$ cat src/hw/rtl/thcb_pkg.sv
// Package for the tuple health circuit breaker: sizes, command codes,
// register indexes and the controller-to-datapath command struct.
// No dependencies.
`default_nettype none

package thcb_pkg;

  localparam int TABLE_ENTRIES = 16;
  localparam int IDX_W         = $clog2(TABLE_ENTRIES);

  localparam int OP_W    = 4;
  localparam int FMT_W   = 8;
  localparam int FAIL_W  = 16;
  localparam int SKIP_W  = 17;
  localparam int RETRY_W = 16;
  localparam int THR_W   = 8;
  localparam int CFG_IDX_W  = 1;
  localparam int CFG_DATA_W = 16;

  localparam logic [CFG_IDX_W-1:0] CFG_RETRY_INTERVAL = 1'd0;
  localparam logic [CFG_IDX_W-1:0] CFG_DEMOTE_THRESH  = 1'd1;

  localparam logic [RETRY_W-1:0] RETRY_RESET  = 16'd30;
  localparam logic [THR_W-1:0]   THRESH_RESET = 8'd3;

  localparam logic [FAIL_W-1:0]  FAIL_MAX = {FAIL_W{1'b1}};

  typedef enum logic [1:0] {
    CMD_TRY     = 2'd0,
    CMD_SUCCESS = 2'd1,
    CMD_FAIL    = 2'd2,
    CMD_QUERY   = 2'd3
  } cmd_t;

  typedef struct packed {
    logic capture;  // latch the request
    logic lookup;   // search keys, register hit and free slot
    logic update;   // read-modify-write the entry, register the result
  } ctl_t;

endpackage

`default_nettype wire

$ cat src/hw/rtl/thcb_ctrl.sv
// Controller of the tuple health circuit breaker: sequences capture,
// lookup and update. Depends on thcb_pkg.
`default_nettype none

module thcb_ctrl (
  input  wire logic        clk,
  input  wire logic        rst,
  input  wire logic        start,
  output logic             busy,
  output thcb_pkg::ctl_t   ctl
);

  typedef enum logic [1:0] {
    ST_IDLE,
    ST_LOOKUP,
    ST_UPDATE
  } state_t;

  state_t state;

  assign busy        = (state != ST_IDLE);
  assign ctl.capture = start && !busy;
  assign ctl.lookup  = (state == ST_LOOKUP);
  assign ctl.update  = (state == ST_UPDATE);

  always_ff @(posedge clk) begin
    if (rst) begin
      state <= ST_IDLE;
    end else begin
      unique case (state)
        ST_IDLE: begin
          if (start) state <= ST_LOOKUP;
        end
        ST_LOOKUP: state <= ST_UPDATE;
        ST_UPDATE: state <= ST_IDLE;
        default:   state <= ST_IDLE;
      endcase
    end
  end

endmodule

`default_nettype wire

$ cat src/hw/rtl/thcb_datapath.sv
// Datapath of the tuple health circuit breaker: key table with parallel
// compare, per-entry health records and result registers. Depends on thcb_pkg.
`default_nettype none

module thcb_datapath (
  input  wire logic                             clk,
  input  wire logic                             rst,
  input  wire thcb_pkg::ctl_t                   ctl,
  input  wire logic [1:0]                       cmd,
  input  wire logic [thcb_pkg::OP_W-1:0]        operation,
  input  wire logic [thcb_pkg::FMT_W-1:0]       src_format,
  input  wire logic [thcb_pkg::FMT_W-1:0]       dst_format,
  input  wire logic [thcb_pkg::RETRY_W-1:0]     retry_interval,
  input  wire logic [thcb_pkg::THR_W-1:0]       demotion_threshold,
  output logic                                  done,
  output logic                                  allow,
  output logic                                  demoted_now,
  output logic [thcb_pkg::FAIL_W-1:0]           failure_count,
  output logic                                  table_full
);

  // Captured request
  thcb_pkg::cmd_t                   cmd_q;
  logic [thcb_pkg::OP_W-1:0]        op_q;
  logic [thcb_pkg::FMT_W-1:0]       inf_q;
  logic [thcb_pkg::FMT_W-1:0]       outf_q;

  // Table
  logic                             entry_valid     [thcb_pkg::TABLE_ENTRIES];
  logic [thcb_pkg::OP_W-1:0]        entry_operation [thcb_pkg::TABLE_ENTRIES];
  logic [thcb_pkg::FMT_W-1:0]       entry_src_format[thcb_pkg::TABLE_ENTRIES];
  logic [thcb_pkg::FMT_W-1:0]       entry_dst_format[thcb_pkg::TABLE_ENTRIES];
  logic [thcb_pkg::FAIL_W-1:0]      entry_failures  [thcb_pkg::TABLE_ENTRIES];
  logic [thcb_pkg::SKIP_W-1:0]      entry_skipped   [thcb_pkg::TABLE_ENTRIES];
  logic                             entry_demoted   [thcb_pkg::TABLE_ENTRIES];

  // Lookup results
  logic                             hit_c, free_c, hit, free_ok;
  logic [thcb_pkg::IDX_W-1:0]       hit_idx_c, free_idx_c, hit_idx, free_idx;

  // Update
  logic [thcb_pkg::IDX_W-1:0]       sel_idx;
  logic                             ins, wr_en, full_c;
  logic [thcb_pkg::FAIL_W-1:0]      cur_f, f_inc, f_next;
  logic [thcb_pkg::SKIP_W-1:0]      cur_s, s_inc, s_next;
  logic                             cur_d, d_next;
  logic                             allow_c, newly_c;
  logic [thcb_pkg::FAIL_W-1:0]      count_c;

  always_ff @(posedge clk) begin
    if (ctl.capture) begin
      cmd_q  <= thcb_pkg::cmd_t'(cmd);
      op_q   <= operation;
      inf_q  <= src_format;
      outf_q <= dst_format;
    end
  end

  // Lowest matching valid entry and lowest free entry; scan from the top so
  // the lowest index is written last.
  always_comb begin
    hit_c      = 1'b0;
    hit_idx_c  = '0;
    free_c     = 1'b0;
    free_idx_c = '0;
    for (int i = thcb_pkg::TABLE_ENTRIES - 1; i >= 0; i--) begin
      if (entry_valid[i] && entry_operation[i] == op_q &&
          entry_src_format[i] == inf_q && entry_dst_format[i] == outf_q) begin
        hit_c     = 1'b1;
        hit_idx_c = thcb_pkg::IDX_W'(i);
      end
      if (!entry_valid[i]) begin
        free_c     = 1'b1;
        free_idx_c = thcb_pkg::IDX_W'(i);
      end
    end
  end

  always_ff @(posedge clk) begin
    if (ctl.lookup) begin
      hit      <= hit_c;
      hit_idx  <= hit_idx_c;
      free_ok  <= free_c;
      free_idx <= free_idx_c;
    end
  end

  always_comb begin
    sel_idx = hit ? hit_idx : free_idx;
    ins     = !hit && free_ok && (cmd_q != thcb_pkg::CMD_QUERY);
    full_c  = !hit && !free_ok && (cmd_q != thcb_pkg::CMD_QUERY);
    wr_en   = ctl.update && (hit || ins) && (cmd_q != thcb_pkg::CMD_QUERY);

    // A fresh insert starts from a cleared record
    cur_f = hit ? entry_failures[hit_idx] : '0;
    cur_s = hit ? entry_skipped[hit_idx]  : '0;
    cur_d = hit ? entry_demoted[hit_idx]  : 1'b0;

    f_inc = (cur_f == thcb_pkg::FAIL_MAX) ? cur_f : cur_f + 1'b1;
    s_inc = cur_s + 1'b1;

    f_next  = cur_f;
    s_next  = cur_s;
    d_next  = cur_d;
    allow_c = 1'b0;
    newly_c = 1'b0;
    count_c = '0;

    if (full_c) begin
      allow_c = (cmd_q == thcb_pkg::CMD_TRY);
    end else begin
      unique case (cmd_q)
        thcb_pkg::CMD_TRY: begin
          count_c = cur_f;
          if (cur_d && s_inc <= {1'b0, retry_interval}) begin
            s_next = s_inc;
          end else begin
            s_next  = '0;
            allow_c = 1'b1;
          end
        end
        thcb_pkg::CMD_SUCCESS: begin
          f_next = '0;
          d_next = 1'b0;
        end
        thcb_pkg::CMD_FAIL: begin
          f_next  = f_inc;
          count_c = f_inc;
          if (!cur_d && f_inc >= thcb_pkg::FAIL_W'(demotion_threshold)) begin
            f_next  = thcb_pkg::FAIL_W'(demotion_threshold);
            count_c = thcb_pkg::FAIL_W'(demotion_threshold);
            d_next  = 1'b1;
            s_next  = '0;
            newly_c = 1'b1;
          end
        end
        thcb_pkg::CMD_QUERY: begin
          count_c = cur_f;
        end
        default: begin
          count_c = '0;
        end
      endcase
    end
  end

  always_ff @(posedge clk) begin
    if (rst) begin
      for (int i = 0; i < thcb_pkg::TABLE_ENTRIES; i++) begin
        entry_valid[i] <= 1'b0;
      end
    end else if (wr_en && ins) begin
      entry_valid[sel_idx] <= 1'b1;
    end
  end

  always_ff @(posedge clk) begin
    if (wr_en) begin
      entry_failures[sel_idx] <= f_next;
      entry_skipped[sel_idx]  <= s_next;
      entry_demoted[sel_idx]  <= d_next;
      if (ins) begin
        entry_operation[sel_idx]  <= op_q;
        entry_src_format[sel_idx] <= inf_q;
        entry_dst_format[sel_idx] <= outf_q;
      end
    end
  end

  always_ff @(posedge clk) begin
    if (rst) begin
      done <= 1'b0;
    end else begin
      done <= ctl.update;
    end
  end

  always_ff @(posedge clk) begin
    if (ctl.update) begin
      allow         <= allow_c;
      demoted_now   <= newly_c;
      failure_count <= count_c;
      table_full    <= full_c;
    end
  end

endmodule

`default_nettype wire

$ cat src/hw/rtl/tuple_health_circuit_breaker.sv
// Top level of the tuple health circuit breaker: configuration registers,
// controller and datapath. Depends on thcb_pkg, thcb_ctrl, thcb_datapath.
//
//   channel   | handshake                 | payload
//   ----------+---------------------------+-------------------------------------
//   request   | start, busy               | cmd, operation, src_format, dst_format
//   result    | done (one-cycle strobe)   | allow, demoted_now, failure_count,
//             |                           | table_full
//   config    | cfg_valid, cfg_ready      | cfg_index, cfg_data
//
// A request taken at an edge is captured, then passes the parallel key compare
// (lookup) and the entry read-modify-write (update); done then shows the result
// with the result registers on the ports. busy is high during lookup and update,
// so a new request can be taken in the cycle the previous result is shown.
// Synchronous reset clears the table's valid bits and restores the register
// defaults. The result side cannot stall; config writes are always taken.
`default_nettype none

module tuple_health_circuit_breaker (
  input  wire logic                               clk,
  input  wire logic                               rst,
  input  wire logic                               start,
  output logic                                    busy,
  input  wire logic [1:0]                         cmd,
  input  wire logic [thcb_pkg::OP_W-1:0]          operation,
  input  wire logic [thcb_pkg::FMT_W-1:0]         src_format,
  input  wire logic [thcb_pkg::FMT_W-1:0]         dst_format,
  output logic                                    done,
  output logic                                    allow,
  output logic                                    demoted_now,
  output logic [thcb_pkg::FAIL_W-1:0]             failure_count,
  output logic                                    table_full,
  input  wire logic                               cfg_valid,
  output logic                                    cfg_ready,
  input  wire logic [thcb_pkg::CFG_IDX_W-1:0]     cfg_index,
  input  wire logic [thcb_pkg::CFG_DATA_W-1:0]    cfg_data
);

  thcb_pkg::ctl_t                     ctl;
  logic [thcb_pkg::RETRY_W-1:0]       retry_interval;
  logic [thcb_pkg::THR_W-1:0]         demotion_threshold;

  assign cfg_ready = 1'b1;

  always_ff @(posedge clk) begin
    if (rst) begin
      retry_interval     <= thcb_pkg::RETRY_RESET;
      demotion_threshold <= thcb_pkg::THRESH_RESET;
    end else if (cfg_valid && cfg_ready) begin
      unique case (cfg_index)
        thcb_pkg::CFG_RETRY_INTERVAL: retry_interval <= cfg_data;
        thcb_pkg::CFG_DEMOTE_THRESH:
          demotion_threshold <= cfg_data[thcb_pkg::THR_W-1:0];
        default: ;
      endcase
    end
  end

  thcb_ctrl u_ctrl (
    .clk   (clk),
    .rst   (rst),
    .start (start),
    .busy  (busy),
    .ctl   (ctl)
  );

  thcb_datapath u_dp (
    .clk                (clk),
    .rst                (rst),
    .ctl                (ctl),
    .cmd                (cmd),
    .operation          (operation),
    .src_format         (src_format),
    .dst_format         (dst_format),
    .retry_interval     (retry_interval),
    .demotion_threshold (demotion_threshold),
    .done               (done),
    .allow              (allow),
    .demoted_now        (demoted_now),
    .failure_count      (failure_count),
    .table_full         (table_full)
  );

endmodule

`default_nettype wire

$ cat config.mk
export PLATFORM = sky130hd
export DESIGN_NAME = tuple_health_circuit_breaker
export DESIGN_NICKNAME = d
export VERILOG_FILES = /design/src/hw/rtl/thcb_pkg.sv /design/src/hw/rtl/thcb_ctrl.sv /design/src/hw/rtl/thcb_datapath.sv /design/src/hw/rtl/tuple_health_circuit_breaker.sv
export SDC_FILE = /design/constraint.sdc
export NUM_CORES = 1
export LEC_CHECK = 0
export ABC_AREA = 1
export BUFFER_PORTS_ARGS = -buffer_cell sky130_fd_sc_hd__buf_4
export CELL_PAD_IN_SITES_DETAIL_PLACEMENT = 0
export CELL_PAD_IN_SITES_GLOBAL_PLACEMENT = 1
export CORE_ASPECT_RATIO = 0.6
export CORE_MARGIN = 4
export CORE_UTILIZATION = 38
export DETAILED_ROUTE_END_ITERATION = 10
export MAX_ROUTING_LAYER = met4
export PLACE_DENSITY_LB_ADDON = 0.1
export SLEW_MARGIN = 20
export SYNTH_ARGS = -nofsm -noshare
export SYNTH_HDL_FRONTEND = slang
export SYNTH_SLANG_ARGS = --single-unit
$ cat constraint.sdc
create_clock -name clk -period 11.61 [get_ports clk]
set_input_delay 1.7415 -clock clk [delete_from_list [all_inputs] [get_ports clk]]
set_output_delay 1.7415 -clock clk [all_outputs]
set_load 0.02 [all_outputs]
Word-level counts from Yosys, hierarchy flattened
Memories as Yosys holds them, arrays and structs flattened.
Index checks and enable logic that the tools add are counted.
{ "totals": {"mem_bits_rw": 880, "input_bits": 43, "out_inout_bits": 22, "register_bits": 78, "word_cells": 237, "memories": 7} }
{ "memory_table": {"columns": ["name", "words", "width", "rd", "rd_clocked_by_memory_dff", "wr", "line_no", "text"], "rows": [
  ["u_dp.entry_skipped", 16, 17, 1, 0, 1, "thcb_datapath.sv:34", "logic [thcb_pkg::SKIP_W-1:0] entry_skipped [thcb_pkg::TABLE_ENTRIES];"],
  ["u_dp.entry_failures", 16, 16, 1, 0, 1, "thcb_datapath.sv:33", "logic [thcb_pkg::FAIL_W-1:0] entry_failures [thcb_pkg::TABLE_ENTRIES];"],
  ["u_dp.entry_dst_format", 16, 8, 16, 0, 1, "thcb_datapath.sv:32", "logic [thcb_pkg::FMT_W-1:0] entry_dst_format[thcb_pkg::TABLE_ENTRIES];"],
  ["u_dp.entry_src_format", 16, 8, 16, 0, 1, "thcb_datapath.sv:31", "logic [thcb_pkg::FMT_W-1:0] entry_src_format[thcb_pkg::TABLE_ENTRIES];"],
  ["u_dp.entry_operation", 16, 4, 16, 0, 1, "thcb_datapath.sv:30", "logic [thcb_pkg::OP_W-1:0] entry_operation [thcb_pkg::TABLE_ENTRIES];"],
  ["u_dp.entry_demoted", 16, 1, 1, 0, 1, "thcb_datapath.sv:35", "logic entry_demoted [thcb_pkg::TABLE_ENTRIES];"],
  ["+1 memories", null, null, null, null, null, null, null]
]} }
{ "classes": {"eq_ne": 56, "add_sub_neg": 2, "magnitude_cmp": 2, "muxes": 67, "bitwise_logic": 2, "reduce_logical": 79} }
{ "op_table": {"columns": ["op", "n"], "rows": [
  ["8-bit == test", 32],
  ["4-bit 2-to-1 mux", 18],
  ["17-bit 2-to-1 mux", 4],
  ["4-bit == test", 16],
  ["16-bit 2-to-1 mux", 4],
  ["16-bit case mux with 2 select lines", 2],
  ["1-bit logical AND", 58],
  ["17-bit case mux with 2 select lines", 1],
  ["3-bit 2-to-1 mux", 8],
  ["1-bit 2-to-1 mux", 23],
  ["17-bit by 1-bit adder with 17-bit output, second input constant", 1],
  ["17-bit by 16-bit less-or-equal comparator with 1-bit output", 1],
  ["16-bit by 1-bit adder with 16-bit output, second input constant", 1],
  ["16-bit == test, second input constant", 1],
  ["16-bit by 8-bit >= comparator with 1-bit output", 1],
  ["15-bit AND reduction", 1],
  ["15-bit OR reduction", 1],
  ["2-bit 2-to-1 mux", 5],
  ["8-bit AND reduction", 1],
  ["8-bit OR reduction", 1],
  ["2-bit == test, second input constant", 3],
  ["2-bit AND reduction", 3],
  ["2-bit OR reduction", 3],
  ["2-bit by 1-bit == test with 1-bit output, second input constant", 2],
  ["11 further kinds", 17]
]} }

Depth between registers and ports, before layout
An unclocked memory read counts as a cell.
{ "logic_depth": {"word_depth": 20, "mapped_depth": 45, "depth_no_buf": 41} }

Hierarchy
Synthesis repeated with hierarchy kept, for this count alone.
{ "unflattened": {"cells_unflattened": 3493, "area_unflattened_um2": 41152.0} }
{ "modules_own_cells": {"columns": ["module", "cells_per_inst", "area_per_inst_um2", "seq_area_each_um2", "instances"], "rows": [
  ["thcb_datapath", 3346, 40107.2, 27816.7, 1],
  ["tuple_health_circuit_breaker", 135, 958.4, 480.5, 1],
  ["thcb_ctrl", 12, 86.3, 40.0, 1]
]} }

Worst setup path after synthesis
No wires, ideal clock.
{ "synth_timing": {"path_type": "reg-to-reg", "from": "register u_dp.hit_idx[0] in the netlist's numbering", "to": "memory u_dp.entry_skipped[0][0] in the netlist's numbering (data pin)", "setup_ns": 0.296, "stages_incl_launch_ff": 31, "t_arrival_ns": 4.539, "synth_period_minus_slack_ns": 4.835, "required_ns": 11.314, "n_path_buf": 7, "setup_slack_ns": 6.775, "cell_sequence": "edfxtp_1 -> buf_6 -> inv_4 -> buf_6 -> buf_6 -> buf_6 -> buf_6 -> buf_6 -> buf_4 -> o21ai_0 -> o221ai_1 -> o211ai_1 -> a21oi_1 -> ha_1 -> inv_1 -> nor3_2 -> nand2_1 -> nor2_4 -> nand4_1 -> xnor2_1 -> inv_1 -> ha_1 -> a21oi_1 -> o21ai_0 -> o21ai_0 -> a21boi_0 -> o2bb2ai_1 -> nand2_1 -> inv_2 -> nand2_1 -> mux2i_1"} }
{ "synth_via": {"elab_chain_len": 9, "word_cells_on_any_way": 19, "classes_between": "add/sub: 2; order compare: 2; eq/ne: 1; mux: 8; reduce/logical: 3; memory: 3"} }
{ "synth_lines": {"columns": ["element", "line_no", "text"], "rows": [
  ["start, declared", "thcb_datapath.sv:39", "logic [thcb_pkg::IDX_W-1:0] hit_idx_c, free_idx_c, hit_idx, free_idx;"],
  ["start signal, assigned", "thcb_datapath.sv:82", "hit_idx <= hit_idx_c;"],
  ["memory read 16 x 16 bit", null, null],
  ["16-bit 2-to-1 mux", "thcb_datapath.sv:95", "cur_f = hit ? entry_failures[hit_idx] : '0;"],
  ["16-bit by 1-bit adder with 16-bit output or 16-bit == test (tied branches)", "thcb_datapath.sv:99", "f_inc = (cur_f == thcb_pkg::FAIL_MAX) ? cur_f : cur_f + 1'b1;"],
  ["16-bit 2-to-1 mux", "thcb_datapath.sv:99", null],
  ["16-bit by 8-bit >= comparator with 1-bit output", "thcb_datapath.sv:129", "if (!cur_d && f_inc >= thcb_pkg::FAIL_W'(demotion_threshold)) begin"],
  ["1-bit logical AND", "thcb_datapath.sv:129", null],
  ["17-bit 2-to-1 mux", "thcb_datapath.sv:129", null],
  ["17-bit case mux with 2 select lines", "thcb_datapath.sv:112", "unique case (cmd_q)"],
  ["17-bit 2-to-1 mux (*)", "thcb_datapath.sv:109", "if (full_c) begin"],
  ["via u_dp.s_next, one bit", "thcb_datapath.sv:45", "logic [thcb_pkg::SKIP_W-1:0] cur_s, s_inc, s_next;"],
  ["end, declared", "thcb_datapath.sv:34", null]
]} }
Mark *: on every way through the listed nets, which the timed path passes. The rest lies on a longest branch.

Worst setup path in the final report
{ "layout_timing": {"from": "register u_dp.hit_idx[1] in the netlist's numbering", "to": "memory u_dp.entry_skipped[15][7] in the netlist's numbering (data pin)"} }
Same word-level chain as after synthesis.

==> flow_summary.json <==
{
  "period_share_pct": 70.02,
  "cts_buffers": 94,
  "synth-warning-count": 0,
  "routabilityCongestion": 0.8998,
  "synth-main-ff-cell": "edfxtp_1",
  "yosysTopAreaCellShare_pct": 66.84,
  "synth_edf_count": 915,
  "p_comb_share_pct": 6.3,
  "grt_setup_unrepaired": "false",
  "initial_core_util_pct": 38.32,
  "post-place-cells": 4846,
  "antenna_left": 0,
  "fin_crit_ns": 8.130,
  "pwr-share-seq_pct": 51.9,
  "synth_top_cell_by_area": "edfxtp_1",
  "slew_headroom_pct": 24.53,
  "setup-tns-final_ns": 0,
  "area_growth_pct": 12.48,
  "startpoint_type": "register",
  "fmax_ghz": 0.1230,
  "ys_seq_elements": 958,
  "dieHeight_um": 262.8,
  "required_ns": 11.95,
  "antenna_found_initial": 7,
  "numPortBuffers": 63,
  "p_int_w": 0.005669,
  "p_per_area_nw_per_um2": 159.3,
  "synth_common_cells": "915 x edfxtp_1, 528 x nand2_1, 408 x nor2_1",
  "p_leak_nw": 16.07,
  "seq_area_frac_synth_pct": 68.93,
  "cts-root-buf": "clkbuf_16",
  "dieArea_um2": 113700,
  "drt_iter0_drc": 3052,
  "path_class": "reg2reg",
  "final_nets": 3590,
  "grt-ovfl-total": 0,
  "p_clk_share_pct": 41.7,
  "coreArea_um2": 107300,
  "vias": 27832,
  "status": "complete, no violations",
  "cp_max_fo": 34,
  "final-seq-area_um2": 28340,
  "hold_violations": 0,
  "grt_max_degree": 180,
  "dieWidth_um": 432.6,
  "cts_setup_buffers": 0,
  "dp_hpwl_um": 79860,
  "cpMostUsedCell": "nand2_1",
  "setup_viol": 0,
  "clockBufferDepth": 3,
  "io_pins": 65,
  "p_sw_share_pct": 23.03,
  "cpMaxStageDelayCell": "o21ai_1",
  "track_usage_pct": 23.56,
  "critical_path_arrival_ns": 8.46,
  "power_w": 0.007365,
  "postSynth.asyncResetShare_pct": 0,
  "synth_fp_nets": 3526,
  "grt_pass1_vias": 26455,
  "drt-pass1-iter-count": 5,
  "core.rowCount": 93,
  "synthesis.instances": 3453,
  "cts.sinks": 958,
  "worstSetupEndpointType": "register",
  "grt_pass1_wl_um": 188100,
  "drc_errors": 0,
  "postCtsHoldBufs": 0,
  "yosysMostFrequentCell": "edfxtp_1",
  "netlist_area_um2": 41110,
  "syn_area_per_cell_um2": 11.91,
  "drt-total-wl_um": 132300,
  "max_stage_delay_ns": 0.92,
  "insertion_delay_ns": 0.70,
  "synth_area_leaders": "edfxtp_1 67%, nand2_1 4.8%, nor2_1 3.7%",
  "peakVddDrop_uv": 114.2,
  "drv_slew": 0,
  "viasPerCell": 5.545,
  "tightest_slew_ns": 1.128,
  "fill_cells": 9859,
  "synth_cell_types": 56,
  "htree_levels": 3,
  "multi_input_area_um2": 11030,
  "cts_resized": 0,
  "drive_gt1_share_pct": 9.889,
  "skew_ns": 0.02927,
  "fin_cells": 5019,
  "cts_tree": "yes",
  "path_clk_slew_ns": 0.07,
  "hold_path_class": "reg2reg",
  "wl_per_cell_um": 26.37,
  "netSwitchingPower_w": 0.001696,
  "cap_violations": 0
}
==> routing by layer <==
metal  GRT usage, %  part of all wire [%]  vias up
li1               -                     -    12615
met3          6.307                   9.5      185
met2          31.63                    41     1138
met1          35.33                    48    13894
met5              -                     0        -
met4          5.348                   2.1        0
==> metrics by stage <==
stage / area (um^2) / hold slack, ns / util, % / worst slack [ns]
finish: 46240 / 0.4632 / 43.10 / 3.480
global route: 46230 / 0.4967 / 43.09 / 2.577
CTS: 46190 / 0.4671 / 43.05 / 3.496
detailed placement: 43150 / 0.4576 / 40.22 / 3.555
global placement: 43150 / 0.4347 / 40.22 / 3.536
floorplan: 41110 / 0.4225 / - / 6.775
==> power groups by stage <==
| stage | registers, W | clock network (W) | logic, W |
|---|---|---|---|
| floorplan | 0.00391 | 0 | 0.000259 |
| detailed placement | 0.00390 | 0 | 0.000461 |
| CTS | 0.00382 | 0.00314 | 0.000462 |
| global route | 0.00382 | 0.00329 | 0.000508 |
| global placement | 0.00390 | 0 | 0.000458 |
| finish | 0.00382 | 0.00307 | 0.000467 |
==> registers in the layout (all words and copies together), names as in the netlist, 2 cells and up <==
register               flops
demotion_threshold         8
retry_interval            16
u_ctrl.state               2
u_dp.cmd_q                 2
u_dp.entry_demoted        16
u_dp.entry_dst_format    128
u_dp.entry_failures      256
u_dp.entry_operation      64
u_dp.entry_skipped       272
u_dp.entry_src_format    128
u_dp.entry_valid          16
u_dp.failure_count        16
u_dp.free_idx              4
u_dp.hit_idx               4
u_dp.inf_q                 8
u_dp.op_q                  4
u_dp.outf_q                8
==> cells by family (layout without fill, tap and decap cells) <==
group                    count (synthesis)  count (layout)  synth area share, %
AND/OR/NAND/NOR                       1264            1264                12.91
XOR/XNOR                               117             117                2.493
multiplexers                             2               2              0.04870
other                                    1               5             0.009122
flip-flops                             958             958                68.93
buffers and inverters                  408             545                4.721
AO/OA/AOI/OAI                          673             673                9.971
adder cells (fa/ha/maj)                 30              30               0.9131
==> critical path: cells and delay by family, from the launching register on <==
family | cells | cell delay, ns
AO/OA/AOI/OAI | 6 | 2.56
flip-flops | 1 | 0.36
AND/OR/NAND/NOR | 23 | 2.49
XOR/XNOR | 1 | 0.33
buffers and inverters | 6 | 1.38
adder cells (fa/ha/maj) | 2 | 0.60
==> path summary, 6_finish.rpt <==
check	to	startpoint	depth (start not counted)	slack (ns)
setup reg to reg	u_dp.entry_skipped[15][7]	u_dp.hit_idx[1]	38	3.48
hold / removal	u_ctrl.state[1]	u_ctrl.state[1]	1	0.46
setup / recovery	u_dp.entry_skipped[15][7]	u_dp.hit_idx[1]	38	3.48
hold reg to reg	u_ctrl.state[1]	u_ctrl.state[1]	1	0.46
==> cell type report <==
| cell class | instances | share of cell area [%] |
|---|---|---|
| Sequential cell | 958 | 61.28 |
| Multi-Input combinational cell | 2087 | 23.86 |
| Clock buffer | 121 | 5.571 |
| Tap cell | 1425 | 3.856 |
| Timing Repair Buffer | 159 | 2.635 |
| Inverter | 217 | 1.778 |
| Clock inverter | 48 | 0.9958 |
| Antenna cell | 4 | 0.02165 |
==> placed cells by master, fill, tap and decap left out, types with 8 or more instances in the layout <==
master / n
edfxtp_1: 915
nand2_1: 528
nor2_1: 384
o21ai_0: 278
nand3_1: 211
inv_1: 202
buf_4: 157
clkbuf_16: 96
o22ai_1: 81
xor2_1: 76
a21oi_1: 61
o21ai_1: 55
o221ai_1: 51
o211ai_1: 50
nor4_1: 47
dfxtp_1: 43
xnor2_1: 41
nand4_1: 36
ha_1: 30
a22o_1: 26
clkinv_1: 24
nor2_4: 20
clkbuf_1: 17
a211oi_1: 16
clkinv_2: 15
a221oi_1: 14
o2111ai_1: 11
nor3_1: 11
nor2_2: 9
bufinv_16: 8
clkbuf_8: 8
(Power assumes the default switching activity.)
